**src/hw/rtl/assert_macros.svh**
```systemverilog
// Assertion macros shared by the fraction reduction RTL.
`ifndef ASSERT_MACROS_SVH
`define ASSERT_MACROS_SVH

// Concurrent check on clk, disabled while arst_n is low.
`define ASSERT_CLK(label, prop, msg) \
	label: assert property (@(posedge clk) disable iff (!arst_n) (prop)) else $error(msg);

// Concurrent check that a condition never holds.
`define ASSERT_NEVER(label, cond, msg) \
	label: assert property (@(posedge clk) disable iff (!arst_n) !(cond)) else $error(msg);

`endif

```
**src/hw/rtl/drf_pkg.sv**
```systemverilog
// Package with widths, constants and interface types of the fraction reduction block.
package drf_pkg;

	localparam int VALUE_W       = 32;
	localparam int NUM_W         = 36;
	localparam int DEN_W         = 20;
	localparam int MAG_W         = 35;
	localparam int CNT_W         = $clog2(NUM_W + 1);
	localparam int FRAC_BITS_DEF = 16;

	localparam logic [DEN_W-1:0] SCALE_RESET = DEN_W'(100000);
	localparam logic [NUM_W-1:0] MAG_MAX     = {{(NUM_W-MAG_W){1'b0}}, {MAG_W{1'b1}}};

	typedef struct packed {
		logic             start;
		logic             short_op;
		logic [NUM_W-1:0] dividend;
		logic [DEN_W-1:0] divisor;
	} div_req_t;

	typedef struct packed {
		logic             done;
		logic [NUM_W-1:0] quo;
		logic [DEN_W-1:0] rem;
	} div_rsp_t;

endpackage

```
**src/hw/rtl/drf_div.sv**
```systemverilog
// Shared restoring divider that produces one quotient bit per cycle.
`include "assert_macros.svh"

module drf_div (
	input  logic              clk,
	input  logic              arst_n,
	input  drf_pkg::div_req_t req,
	output drf_pkg::div_rsp_t rsp
);
	import drf_pkg::*;

	logic             busy_q;
	logic             done_q;
	logic [CNT_W-1:0] cnt_q;
	logic [NUM_W-1:0] quo_q;
	logic [DEN_W-1:0] rem_q;
	logic [DEN_W-1:0] div_q;
	logic [DEN_W:0]   trial;
	logic [DEN_W:0]   diff;
	logic             ge;

	assign trial = {rem_q, quo_q[NUM_W-1]};
	assign ge    = trial >= {1'b0, div_q};
	assign diff  = trial - {1'b0, div_q};

	always_ff @(posedge clk or negedge arst_n) begin
		if (!arst_n) begin
			busy_q <= 1'b0;
			done_q <= 1'b0;
			cnt_q  <= '0;
		end else begin
			done_q <= busy_q && (cnt_q == CNT_W'(1));
			if (req.start && !busy_q) begin
				busy_q <= 1'b1;
				cnt_q  <= req.short_op ? CNT_W'(DEN_W) : CNT_W'(NUM_W);
			end else if (busy_q) begin
				cnt_q <= cnt_q - CNT_W'(1);
				if (cnt_q == CNT_W'(1)) begin
					busy_q <= 1'b0;
				end
			end
		end
	end

	always_ff @(posedge clk) begin
		if (req.start && !busy_q) begin
			rem_q <= '0;
			div_q <= req.divisor;
			quo_q <= req.short_op ? (req.dividend << (NUM_W - DEN_W)) : req.dividend;
		end else if (busy_q) begin
			rem_q <= ge ? diff[DEN_W-1:0] : trial[DEN_W-1:0];
			quo_q <= {quo_q[NUM_W-2:0], ge};
		end
	end

	assign rsp.done = done_q;
	assign rsp.quo  = quo_q;
	assign rsp.rem  = rem_q;

	`ASSERT_NEVER(a_start_busy, req.start && busy_q, "divider started while busy")
	`ASSERT_CLK(a_rem_lt_div, done_q |-> (rem_q < div_q), "remainder not below divisor")

endmodule

```
**src/hw/rtl/drf_seq.sv**
```systemverilog
// Sequencer that runs the Euclid loop and the two reductions on the shared divider.
`include "assert_macros.svh"

module drf_seq (
	input  logic                      clk,
	input  logic                      arst_n,
	input  logic                      start,
	input  logic [drf_pkg::NUM_W-1:0] scaled,
	input  logic [drf_pkg::DEN_W-1:0] scale,
	output logic                      done,
	output logic [drf_pkg::NUM_W-1:0] num_mag,
	output logic [drf_pkg::DEN_W-1:0] den
);
	import drf_pkg::*;

	localparam logic [1:0] S_IDLE = 2'd0;
	localparam logic [1:0] S_MOD  = 2'd1;
	localparam logic [1:0] S_QN   = 2'd2;
	localparam logic [1:0] S_QD   = 2'd3;

	logic [1:0]       state_q;
	logic             done_q;
	logic             req_start_q;
	logic             req_short_q;
	logic [NUM_W-1:0] req_dividend_q;
	logic [DEN_W-1:0] req_divisor_q;
	div_req_t         req;
	div_rsp_t         rsp;
	logic [NUM_W-1:0] scaled_q;
	logic [DEN_W-1:0] scale_q;
	logic [DEN_W-1:0] y_q;
	logic [NUM_W-1:0] num_q;
	logic [DEN_W-1:0] den_q;

	assign req = '{start: req_start_q, short_op: req_short_q,
		dividend: req_dividend_q, divisor: req_divisor_q};

	drf_div u_div (
		.clk    (clk),
		.arst_n (arst_n),
		.req    (req),
		.rsp    (rsp)
	);

	always_ff @(posedge clk or negedge arst_n) begin
		if (!arst_n) begin
			state_q     <= S_IDLE;
			done_q      <= 1'b0;
			req_start_q <= 1'b0;
		end else begin
			done_q      <= (state_q == S_QD) && rsp.done;
			req_start_q <= ((state_q == S_IDLE) && start) ||
				(((state_q == S_MOD) || (state_q == S_QN)) && rsp.done);
			case (state_q)
				S_IDLE: begin
					if (start) begin
						state_q <= S_MOD;
					end
				end
				S_MOD: begin
					if (rsp.done && rsp.rem == '0) begin
						state_q <= S_QN;
					end
				end
				S_QN: begin
					if (rsp.done) begin
						state_q <= S_QD;
					end
				end
				S_QD: begin
					if (rsp.done) begin
						state_q <= S_IDLE;
					end
				end
				default: state_q <= S_IDLE;
			endcase
		end
	end

	always_ff @(posedge clk) begin
		case (state_q)
			S_IDLE: begin
				if (start) begin
					scaled_q       <= scaled;
					scale_q        <= scale;
					y_q            <= scale;
					req_short_q    <= 1'b0;
					req_dividend_q <= scaled;
					req_divisor_q  <= scale;
				end
			end
			S_MOD: begin
				if (rsp.done) begin
					if (rsp.rem == '0) begin
						req_short_q    <= 1'b0;
						req_dividend_q <= scaled_q;
						req_divisor_q  <= y_q;
					end else begin
						y_q            <= rsp.rem;
						req_short_q    <= 1'b1;
						req_dividend_q <= {{(NUM_W-DEN_W){1'b0}}, y_q};
						req_divisor_q  <= rsp.rem;
					end
				end
			end
			S_QN: begin
				if (rsp.done) begin
					num_q          <= rsp.quo;
					req_short_q    <= 1'b1;
					req_dividend_q <= {{(NUM_W-DEN_W){1'b0}}, scale_q};
					req_divisor_q  <= y_q;
				end
			end
			S_QD: begin
				if (rsp.done) begin
					den_q <= rsp.quo[DEN_W-1:0];
				end
			end
			default: ;
		endcase
	end

	assign done    = done_q;
	assign num_mag = num_q;
	assign den     = den_q;

	`ASSERT_CLK(a_den_nonzero, done_q |-> (den_q != '0), "reduced denominator is zero")
	`ASSERT_CLK(a_start_idle, start |-> (state_q == S_IDLE), "sequencer started while busy")

endmodule

```
**src/hw/rtl/decimal_to_reduced_fraction_top.sv**
```systemverilog
// Top level of the block that turns a fixed-point value into a reduced fraction.
//
// One beat on the slave side carries a signed fixed-point value; the block scales it by
// the configured denominator with rounding half away from zero, reduces the fraction with
// Euclid's algorithm and delivers one beat with the signed numerator and the positive
// denominator. It works on one value at a time: s_tready is low from acceptance until the
// result has moved into the output register. The one shared restoring divider yields one
// quotient bit per cycle and serves every remainder step of the Euclid loop as well as
// both final divisions. A result waiting in the output register does not block the next
// value.
`include "assert_macros.svh"

module decimal_to_reduced_fraction_top #(
	parameter int FRAC_BITS = drf_pkg::FRAC_BITS_DEF
) (
	input  logic                                      clk,
	input  logic                                      arst_n,
	input  logic                                      s_tvalid,
	output logic                                      s_tready,
	input  logic [drf_pkg::VALUE_W-1:0]               s_tdata,   // [31:0] value
	output logic                                      m_tvalid,
	input  logic                                      m_tready,
	output logic [drf_pkg::NUM_W+drf_pkg::DEN_W-1:0]  m_tdata,   // [35:0] numerator, [55:36] denominator
	input  logic                                      cfg_we,
	input  logic [drf_pkg::DEN_W-1:0]                 cfg_wdata
);
	import drf_pkg::*;

	localparam int PROD_W = VALUE_W + DEN_W;
	localparam logic [PROD_W:0] HALF = ({{PROD_W{1'b0}}, 1'b1} << FRAC_BITS) >> 1;

	localparam logic [2:0] ST_IDLE = 3'd0;
	localparam logic [2:0] ST_MUL  = 3'd1;
	localparam logic [2:0] ST_RND  = 3'd2;
	localparam logic [2:0] ST_RUN  = 3'd3;
	localparam logic [2:0] ST_DONE = 3'd4;

	logic [2:0]          state_q;
	logic [DEN_W-1:0]    cfg_scale_q;
	logic [VALUE_W-1:0]  mag_q;
	logic                neg_q;
	logic [DEN_W-1:0]    scale_q;
	logic [PROD_W-1:0]   prod_q;
	logic [NUM_W-1:0]    scaled_q;
	logic                seq_start_q;
	logic                seq_done;
	logic [NUM_W-1:0]    seq_num;
	logic [DEN_W-1:0]    seq_den;
	logic [NUM_W-1:0]    res_num_q;
	logic [DEN_W-1:0]    res_den_q;
	logic                m_valid_q;
	logic [NUM_W-1:0]    m_num_q;
	logic [DEN_W-1:0]    m_den_q;
	logic [VALUE_W-1:0]  in_mag;
	logic [PROD_W:0]     rnd_sum;
	logic [PROD_W:0]     rnd_shift;
	logic [NUM_W-1:0]    rnd_sat;
	logic                in_fire;
	logic                out_free;

	assign in_fire  = s_tvalid && s_tready;
	assign out_free = !m_valid_q || m_tready;
	assign s_tready = state_q == ST_IDLE;

	assign in_mag    = s_tdata[VALUE_W-1] ? (~s_tdata + VALUE_W'(1)) : s_tdata;
	assign rnd_sum   = {1'b0, prod_q} + HALF;
	assign rnd_shift = rnd_sum >> FRAC_BITS;
	assign rnd_sat   = (rnd_shift > {{(PROD_W+1-NUM_W){1'b0}}, MAG_MAX}) ?
			MAG_MAX : rnd_shift[NUM_W-1:0];

	drf_seq u_seq (
		.clk     (clk),
		.arst_n  (arst_n),
		.start   (seq_start_q),
		.scaled  (scaled_q),
		.scale   (scale_q),
		.done    (seq_done),
		.num_mag (seq_num),
		.den     (seq_den)
	);

	always_ff @(posedge clk or negedge arst_n) begin
		if (!arst_n) begin
			state_q     <= ST_IDLE;
			cfg_scale_q <= SCALE_RESET;
			seq_start_q <= 1'b0;
			m_valid_q   <= 1'b0;
		end else begin
			seq_start_q <= (state_q == ST_RND);
			if (cfg_we) begin
				cfg_scale_q <= cfg_wdata;
			end
			if (state_q == ST_DONE && out_free) begin
				m_valid_q <= 1'b1;
			end else if (m_tready) begin
				m_valid_q <= 1'b0;
			end
			case (state_q)
				ST_IDLE: begin
					if (in_fire) begin
						state_q <= ST_MUL;
					end
				end
				ST_MUL: state_q <= ST_RND;
				ST_RND: state_q <= ST_RUN;
				ST_RUN: begin
					if (seq_done) begin
						state_q <= ST_DONE;
					end
				end
				ST_DONE: begin
					if (out_free) begin
						state_q <= ST_IDLE;
					end
				end
				default: state_q <= ST_IDLE;
			endcase
		end
	end

	always_ff @(posedge clk) begin
		if (in_fire) begin
			mag_q   <= in_mag;
			neg_q   <= s_tdata[VALUE_W-1];
			scale_q <= (cfg_scale_q == '0) ? DEN_W'(1) : cfg_scale_q;
		end
		if (state_q == ST_MUL) begin
			prod_q <= mag_q * scale_q;
		end
		if (state_q == ST_RND) begin
			scaled_q <= rnd_sat;
		end
		if (state_q == ST_RUN && seq_done) begin
			res_num_q <= (neg_q && seq_num != '0) ? (~seq_num + NUM_W'(1)) : seq_num;
			res_den_q <= seq_den;
		end
		if (state_q == ST_DONE && out_free) begin
			m_num_q <= res_num_q;
			m_den_q <= res_den_q;
		end
	end

	assign m_tvalid = m_valid_q;
	assign m_tdata  = {m_den_q, m_num_q};

	`ASSERT_CLK(a_busy_after_accept, in_fire |=> !s_tready, "accepted a beat while busy")
	`ASSERT_CLK(a_result_loaded, (state_q == ST_DONE && out_free) |=> m_valid_q,
		"finished result not loaded")

endmodule
```
**config.mk**
```make
export PLATFORM = sky130hd
export DESIGN_NAME = decimal_to_reduced_fraction_top
export DESIGN_NICKNAME = d
export VERILOG_FILES = /design/src/hw/rtl/drf_pkg.sv /design/src/hw/rtl/drf_div.sv /design/src/hw/rtl/drf_seq.sv /design/src/hw/rtl/decimal_to_reduced_fraction_top.sv
export VERILOG_INCLUDE_DIRS = /design/src /design/src/hw/rtl
export SDC_FILE = /design/constraint.sdc
export NUM_CORES = 2
export LEC_CHECK = 0
export BUFFER_PORTS_ARGS = -buffer_cell sky130_fd_sc_hd__buf_2
export CORE_UTILIZATION = 65
export CTS_CLUSTER_SIZE = 24
export DETAILED_ROUTE_END_ITERATION = 8
export HOLD_SLACK_MARGIN = 0.12
export PLACE_DENSITY = 0.83
export SLEW_MARGIN = 20
export SYNTH_ARGS = -nofsm -noshare
export SYNTH_HDL_FRONTEND = slang
export SYNTH_SLANG_ARGS = --single-unit
```
**constraint.sdc**
```tcl
create_clock -name clk -period 11.36 [get_ports clk]
set_clock_uncertainty 0.15 [all_clocks]
set_input_delay 2.84 -clock clk [delete_from_list [all_inputs] [get_ports clk]]
set_output_delay 2.84 -clock clk [all_outputs]
set_load 0.005 [all_outputs]
```
# Word-level counts from Yosys, hierarchy flattened
# Cells that the tools add are included.
# totals
ff_bits	555
latch_bits	0
ramBits	0
mem_bits_ro	0
input_bits	57
output_inout_bits	58
memories	0
# classes
n_addsub	5
n_mul	1
div	0
magnitude_cmp	2
eq_ne	16
shift	0
n_mux	39
bitwise_logic	2
reduce_logical	31
# ops
operator	n
$mux 36	8
$pmux 36 s3	1
$mux 20	5
$pmux 20 s3	1
$add 52x16->53 const B	1
$mul 32x20->52	1
$logic_not 20->1	2
$pmux 20 s2	1
$gt 37x35->1 const B	1
$add 36x1->36 const B	1
$not 36->36	1
$reduce_bool 36->1	1
$add 32x1->32 const B	1
$not 32->32	1
$mux 31	1
$ge 21x20->1	1
$sub 20x20->20	1
$mux 6	3
$pmux 3 s5	1
$ne 2x2->1 const B	6
$logic_and 1x1->1	10
$mux 1	9
$mux 3	3
$mux 2	4
19 further kinds	31

# Depth between registers and ports, before layout
# depth
ltp_word	4
mapped_depth	27
ltp_nobuf	26

# Modules after synthesis
# Synthesis repeated with hierarchy kept, for this count alone.
# unflattened
hier_cells	3983
hier_area_um2	42848.6
# by_module_without_submodules
mod	instances	cells_per_inst	area_per_inst_um2
decimal_to_reduced_fraction_top	1	2927	30282.8
drf_seq	1	575	7797.5
drf_div	1	481	4768.3

# Worst setup path after synthesis
# OpenSTA, ideal clock, no wires.
# synth_path
kind	reg2reg
startpoint	register scale_q[7]
endpoint	register prod_q[51], data pin
setup_time_ns	0.270
t_arrival_ns	7.018
required_ns	10.940
setup_slack_ns	3.922
stages_incl_launch_ff	25
n_path_buf	1
synth_period_minus_slack_ns	7.438
path_cell_list	edfxtp_1 clkbuf_1 and2_1 fa_1 fa_1 inv_1 fa_1 inv_1 fa_1 inv_1 fa_1 inv_1 fa_1 fa_1 ha_1 a21o_1 nor3b_1 a2111oi_2 nand4b_1 a31oi_1 o211a_1 a211oi_1 o2111ai_1 a21oi_1 or3b_2
# synth_via
elab_chain_len	1
# synth_rtl
element	line_no	source
start, declared	decimal_to_reduced_fraction_top.sv:42	logic [DEN_W-1:0] scale_q;
start signal, assigned	decimal_to_reduced_fraction_top.sv:125	scale_q <= (cfg_scale_q == '0) ? DEN_W'(1) : cfg_scale_q;
$mul 32x20->52	decimal_to_reduced_fraction_top.sv:128	prod_q <= mag_q * scale_q;
end signal, assigned	decimal_to_reduced_fraction_top.sv:128	
end, declared	decimal_to_reduced_fraction_top.sv:43	logic [PROD_W-1:0] prod_q;
# Every way passes these cells.
# A chain may end at the register's enable or synchronous reset.

# Final worst setup path
# layout_path
startpoint	register scale_q[6]
endpoint	register prod_q[51], data pin
# Same word-level chain as after synthesis.

==> summary.md <==
| Metric | Value |
|---|---|
| Mean Syn Cell Area | 10.9 um2 |
| Number of max-cap violations | 0 |
| Synth Flop Type | edfxtp_1 |
| Cell Rows | 92 |
| Crit path time final | 8460 ps |
| Synth area leader | edfxtp_1 |
| GRT Total Usage | 0.298 |
| Initial antenna violation count | 1 |
| Slew Limit Fails | 0 |
| Total power | 6.32 mW |
| Register share of total power | 0.470 |
| Number of nets with antenna violations after routing | 0 |
| Die Y | 256 um |
| Net count after synthesis | 4,651 |
| Sequential share of the synthesized area | 0.376 |
| Met2 Track Usage GR | 0.499 |
| Clock power share | 0.287 |
| Htree depth | 2 |
| Worst-margin pin slew | 1110 ps |
| Fin crit share | 0.745 |
| Yosys reg bits | 540 |
| CTS tree | yes |
| Synth cell types | 66 |
| Vias in the first global route | 29,089 |
| Drt wl/cell | 19.9 um |
| Internal cell power | 4.28 mW |
| Share of post-route cells with drive strength above 1 | 0.0826 |
| Buffers on Ports | 114 |
| Residual DRC | 0 |
| Post-Route WL | 95.1 mm |
| Global-route wire length before repair | 153 mm |
| Layout net count | 4,661 |
| Sw frac | 0.322 |
| # Post-CTS Setup Buffers | 0 |
| Met1 usage | 0.390 |
| Vias per cell | 5.84 |
| Net Sw Power | 2.04 mW |
| Critical path class | flip-flop to flip-flop |
| Hold Crit Class | flip-flop to flip-flop |
| N_diodes | 0 |
| Number of DRC markers in iteration 0 | 2,425 |
| TNS Setup | 0 ps |
| Most frequent cells after synthesis | inv_1 (627), fa_1 (536), nand2_1 (530) |
| CP Max Fanout | 25 |
| Cell with the most instances after synthesis | inv_1 |
| Core area | 63,500 um2 |
| Async S/R FF share, synth | 0.0685 |
| Combinational Power Share | 0.243 |
| Mapped Cells | 3,869 |
| Hold buffers post-CTS | 0 |
| Routability cong. | 0.893 |
| Clk buf depth | 3 |
| Critical Path AT | 8680 ps |
| Area of the mapped netlist | 42,100 um2 |
| Maximum number of pins on one net before global-route repair | 100 |
| Synth top area cells | edfxtp_1 (34%), fa_1 (26%), ha_1 (5.6%) |
| Endpoints failing setup | 0 |
| Crit path capture type | flip-flop |
| VDD IR max | 0.229 mV |
| Met3 global-route usage | 0.0548 |
| Max Fclk | 118 MHz |
| Area growth syn-to-layout | 7.30% |
| Num CTS Buffers | 54 |
| I/O pin count | 115 |
| Root buf cell | clkbuf_16 |
| Post-DP HPWL | 66.0 mm |
| Cts repair resizes | 0 |
| Top cell type's share of synthesized area | 0.345 |
| CP required | 11,580 ps |
| GR peak layer | met2 |
| Worst setup SP type | flip-flop |
| GRT Residual Overflow | 0 |
| Worst-Skew Late Latency | 640 ps |
| Vias | 27,863 |
| Die Footprint | 65,700 um2 |
| Clock sink total | 540 |
| Initial Util | 0.662 |
| Final Hold Vio Count | 0 |
| DRT Pass-1 Iters | 6 |
| Die X-Extent | 256 um |
| Synth warnings | 0 |
| Status | completed |
| Rel. slew slack | 0.261 |
| EDFF count, synth | 483 |
| Reg clk slew, reported paths | 60 ps |
| Power per cell area | 140 nW/um2 |
| P_leak | 19.7 nW |
| RSZ-0062 raised after global routing | no |
==> path summary, 6_finish.rpt <==
check	startpoint	to	slack [ps]	cells past startpoint
worst max-delay path	scale_q[6]	prod_q[51]	2900	22
worst min-delay path	u_seq.req_divisor_q[17]	u_seq.u_div.div_q[17]	260	0
worst max register to register	scale_q[6]	prod_q[51]	2900	22
worst min register to register	u_seq.req_divisor_q[17]	u_seq.u_div.div_q[17]	260	0
max in group asynchronous	arst_n	cfg_scale_q[11]	8180	1
min in group asynchronous	arst_n	m_tvalid	2190	1
==> power groups by stage <==
stage / clock (mW) / sequential (mW) / combinational [mW]
after global routing: 1.91 / 3.00 / 1.71
after floorplan: 0 / 2.88 / 1.16
after CTS: 1.84 / 2.96 / 1.52
final: 1.81 / 2.97 / 1.53
after global placement: 0 / 2.99 / 1.46
after detailed placement: 0 / 3.00 / 1.50
==> metal layers <==
layer | vias up | routed length, um
met2 | 1334 | 46500
li1 | 12355 | -
met4 | 2 | 3920
met5 | - | 13
met1 | 13879 | 36000
met3 | 293 | 8640
==> cells by family (layout without fill, tap and decap cells) <==
family / count (synthesis) / after routing / synth area share
XOR/XNOR: 140 / 140 / 0.0291
AND/OR/NAND/NOR: 1153 / 1153 / 0.131
flip-flops: 540 / 540 / 0.376
other: 1 / 1 / 0.0000891
multiplexers: 78 / 78 / 0.0197
buffers and inverters: 836 / 890 / 0.0752
adder cells (fa/ha/maj): 725 / 725 / 0.311
AO/OA/AOI/OAI: 396 / 396 / 0.0569
==> flip-flops by register name, indices dropped and copies added (netlist names), 32 cells and up <==
signal and cells:
prod_q 37, m_num_q 36, res_num_q 36, scaled_q 36, u_seq.num_mag 36, u_seq.req_dividend_q 36, u_seq.scaled_q 36, u_seq.u_div.quo_q 36
mag_q 32
==> stage by stage <==
stage	utilization	setup slack [ps]	instance area, um2	instances	hold WS [ps]
after floorplan	-	3920	42100	3869	250
after global placement	0.681	3130	43300	4668	251
after detailed placement	0.681	2970	43300	4668	255
after CTS	0.710	2980	45100	4768	267
after global routing	0.710	2570	45100	4769	270
final	0.710	2900	45100	4769	263
==> cell type report <==
| type | count | area, um2 |
|---|---|---|
| sequential | 540 | 15800 |
| inverter | 629 | 2360 |
| clock inverter | 40 | 422 |
| timing repair buffer | 161 | 936 |
| clock buffer | 60 | 1400 |
| fill | 4302 | 18400 |
| multi-input combinational | 2493 | 23100 |
| tap | 846 | 1060 |
==> critical path: stages (launching register included) <==
cell	delay [ps]
edfxtp_1	1080
nand2_1	180
fa_1	570
fa_1	430
fa_1	510
inv_1	60
fa_1	460
fa_1	510
fa_1	550
inv_1	60
fa_1	540
inv_1	50
ha_1	340
nand2_1	110
nor3b_1	280
a2111oi_2	100
nand4b_1	220
a31oi_1	230
o211a_1	320
a211oi_1	640
o2111ai_1	250
nand4_1	140
or3b_2	440
==> cell usage in the layout, fill, tap and decap left out, types with 6 or more instances in the layout <==
master	instances
and3_1	10
ha_1	187
xor2_1	47
a21oi_1	150
o41ai_1	10
o21ai_0	112
dfstp_2	6
mux2i_1	38
nand3_1	38
clkbuf_16	54
nand2b_1	14
clkinv_2	12
a21o_1	20
dfxtp_1	20
inv_1	627
a211oi_1	10
a32oi_1	6
or3_1	14
nor4_1	17
edfxtp_1	483
xnor2_1	93
and2_1	295
a22oi_1	21
o21a_1	8
fa_1	536
dfrtp_1	31
nor2_1	130
buf_2	114
o31ai_1	15
nand4_1	15
nand2_1	529
nor2b_1	31
or4_1	8
buf_4	46
clkinv_1	12
nor3_1	26
mux2_2	40
(Power assumes the default switching activity.)
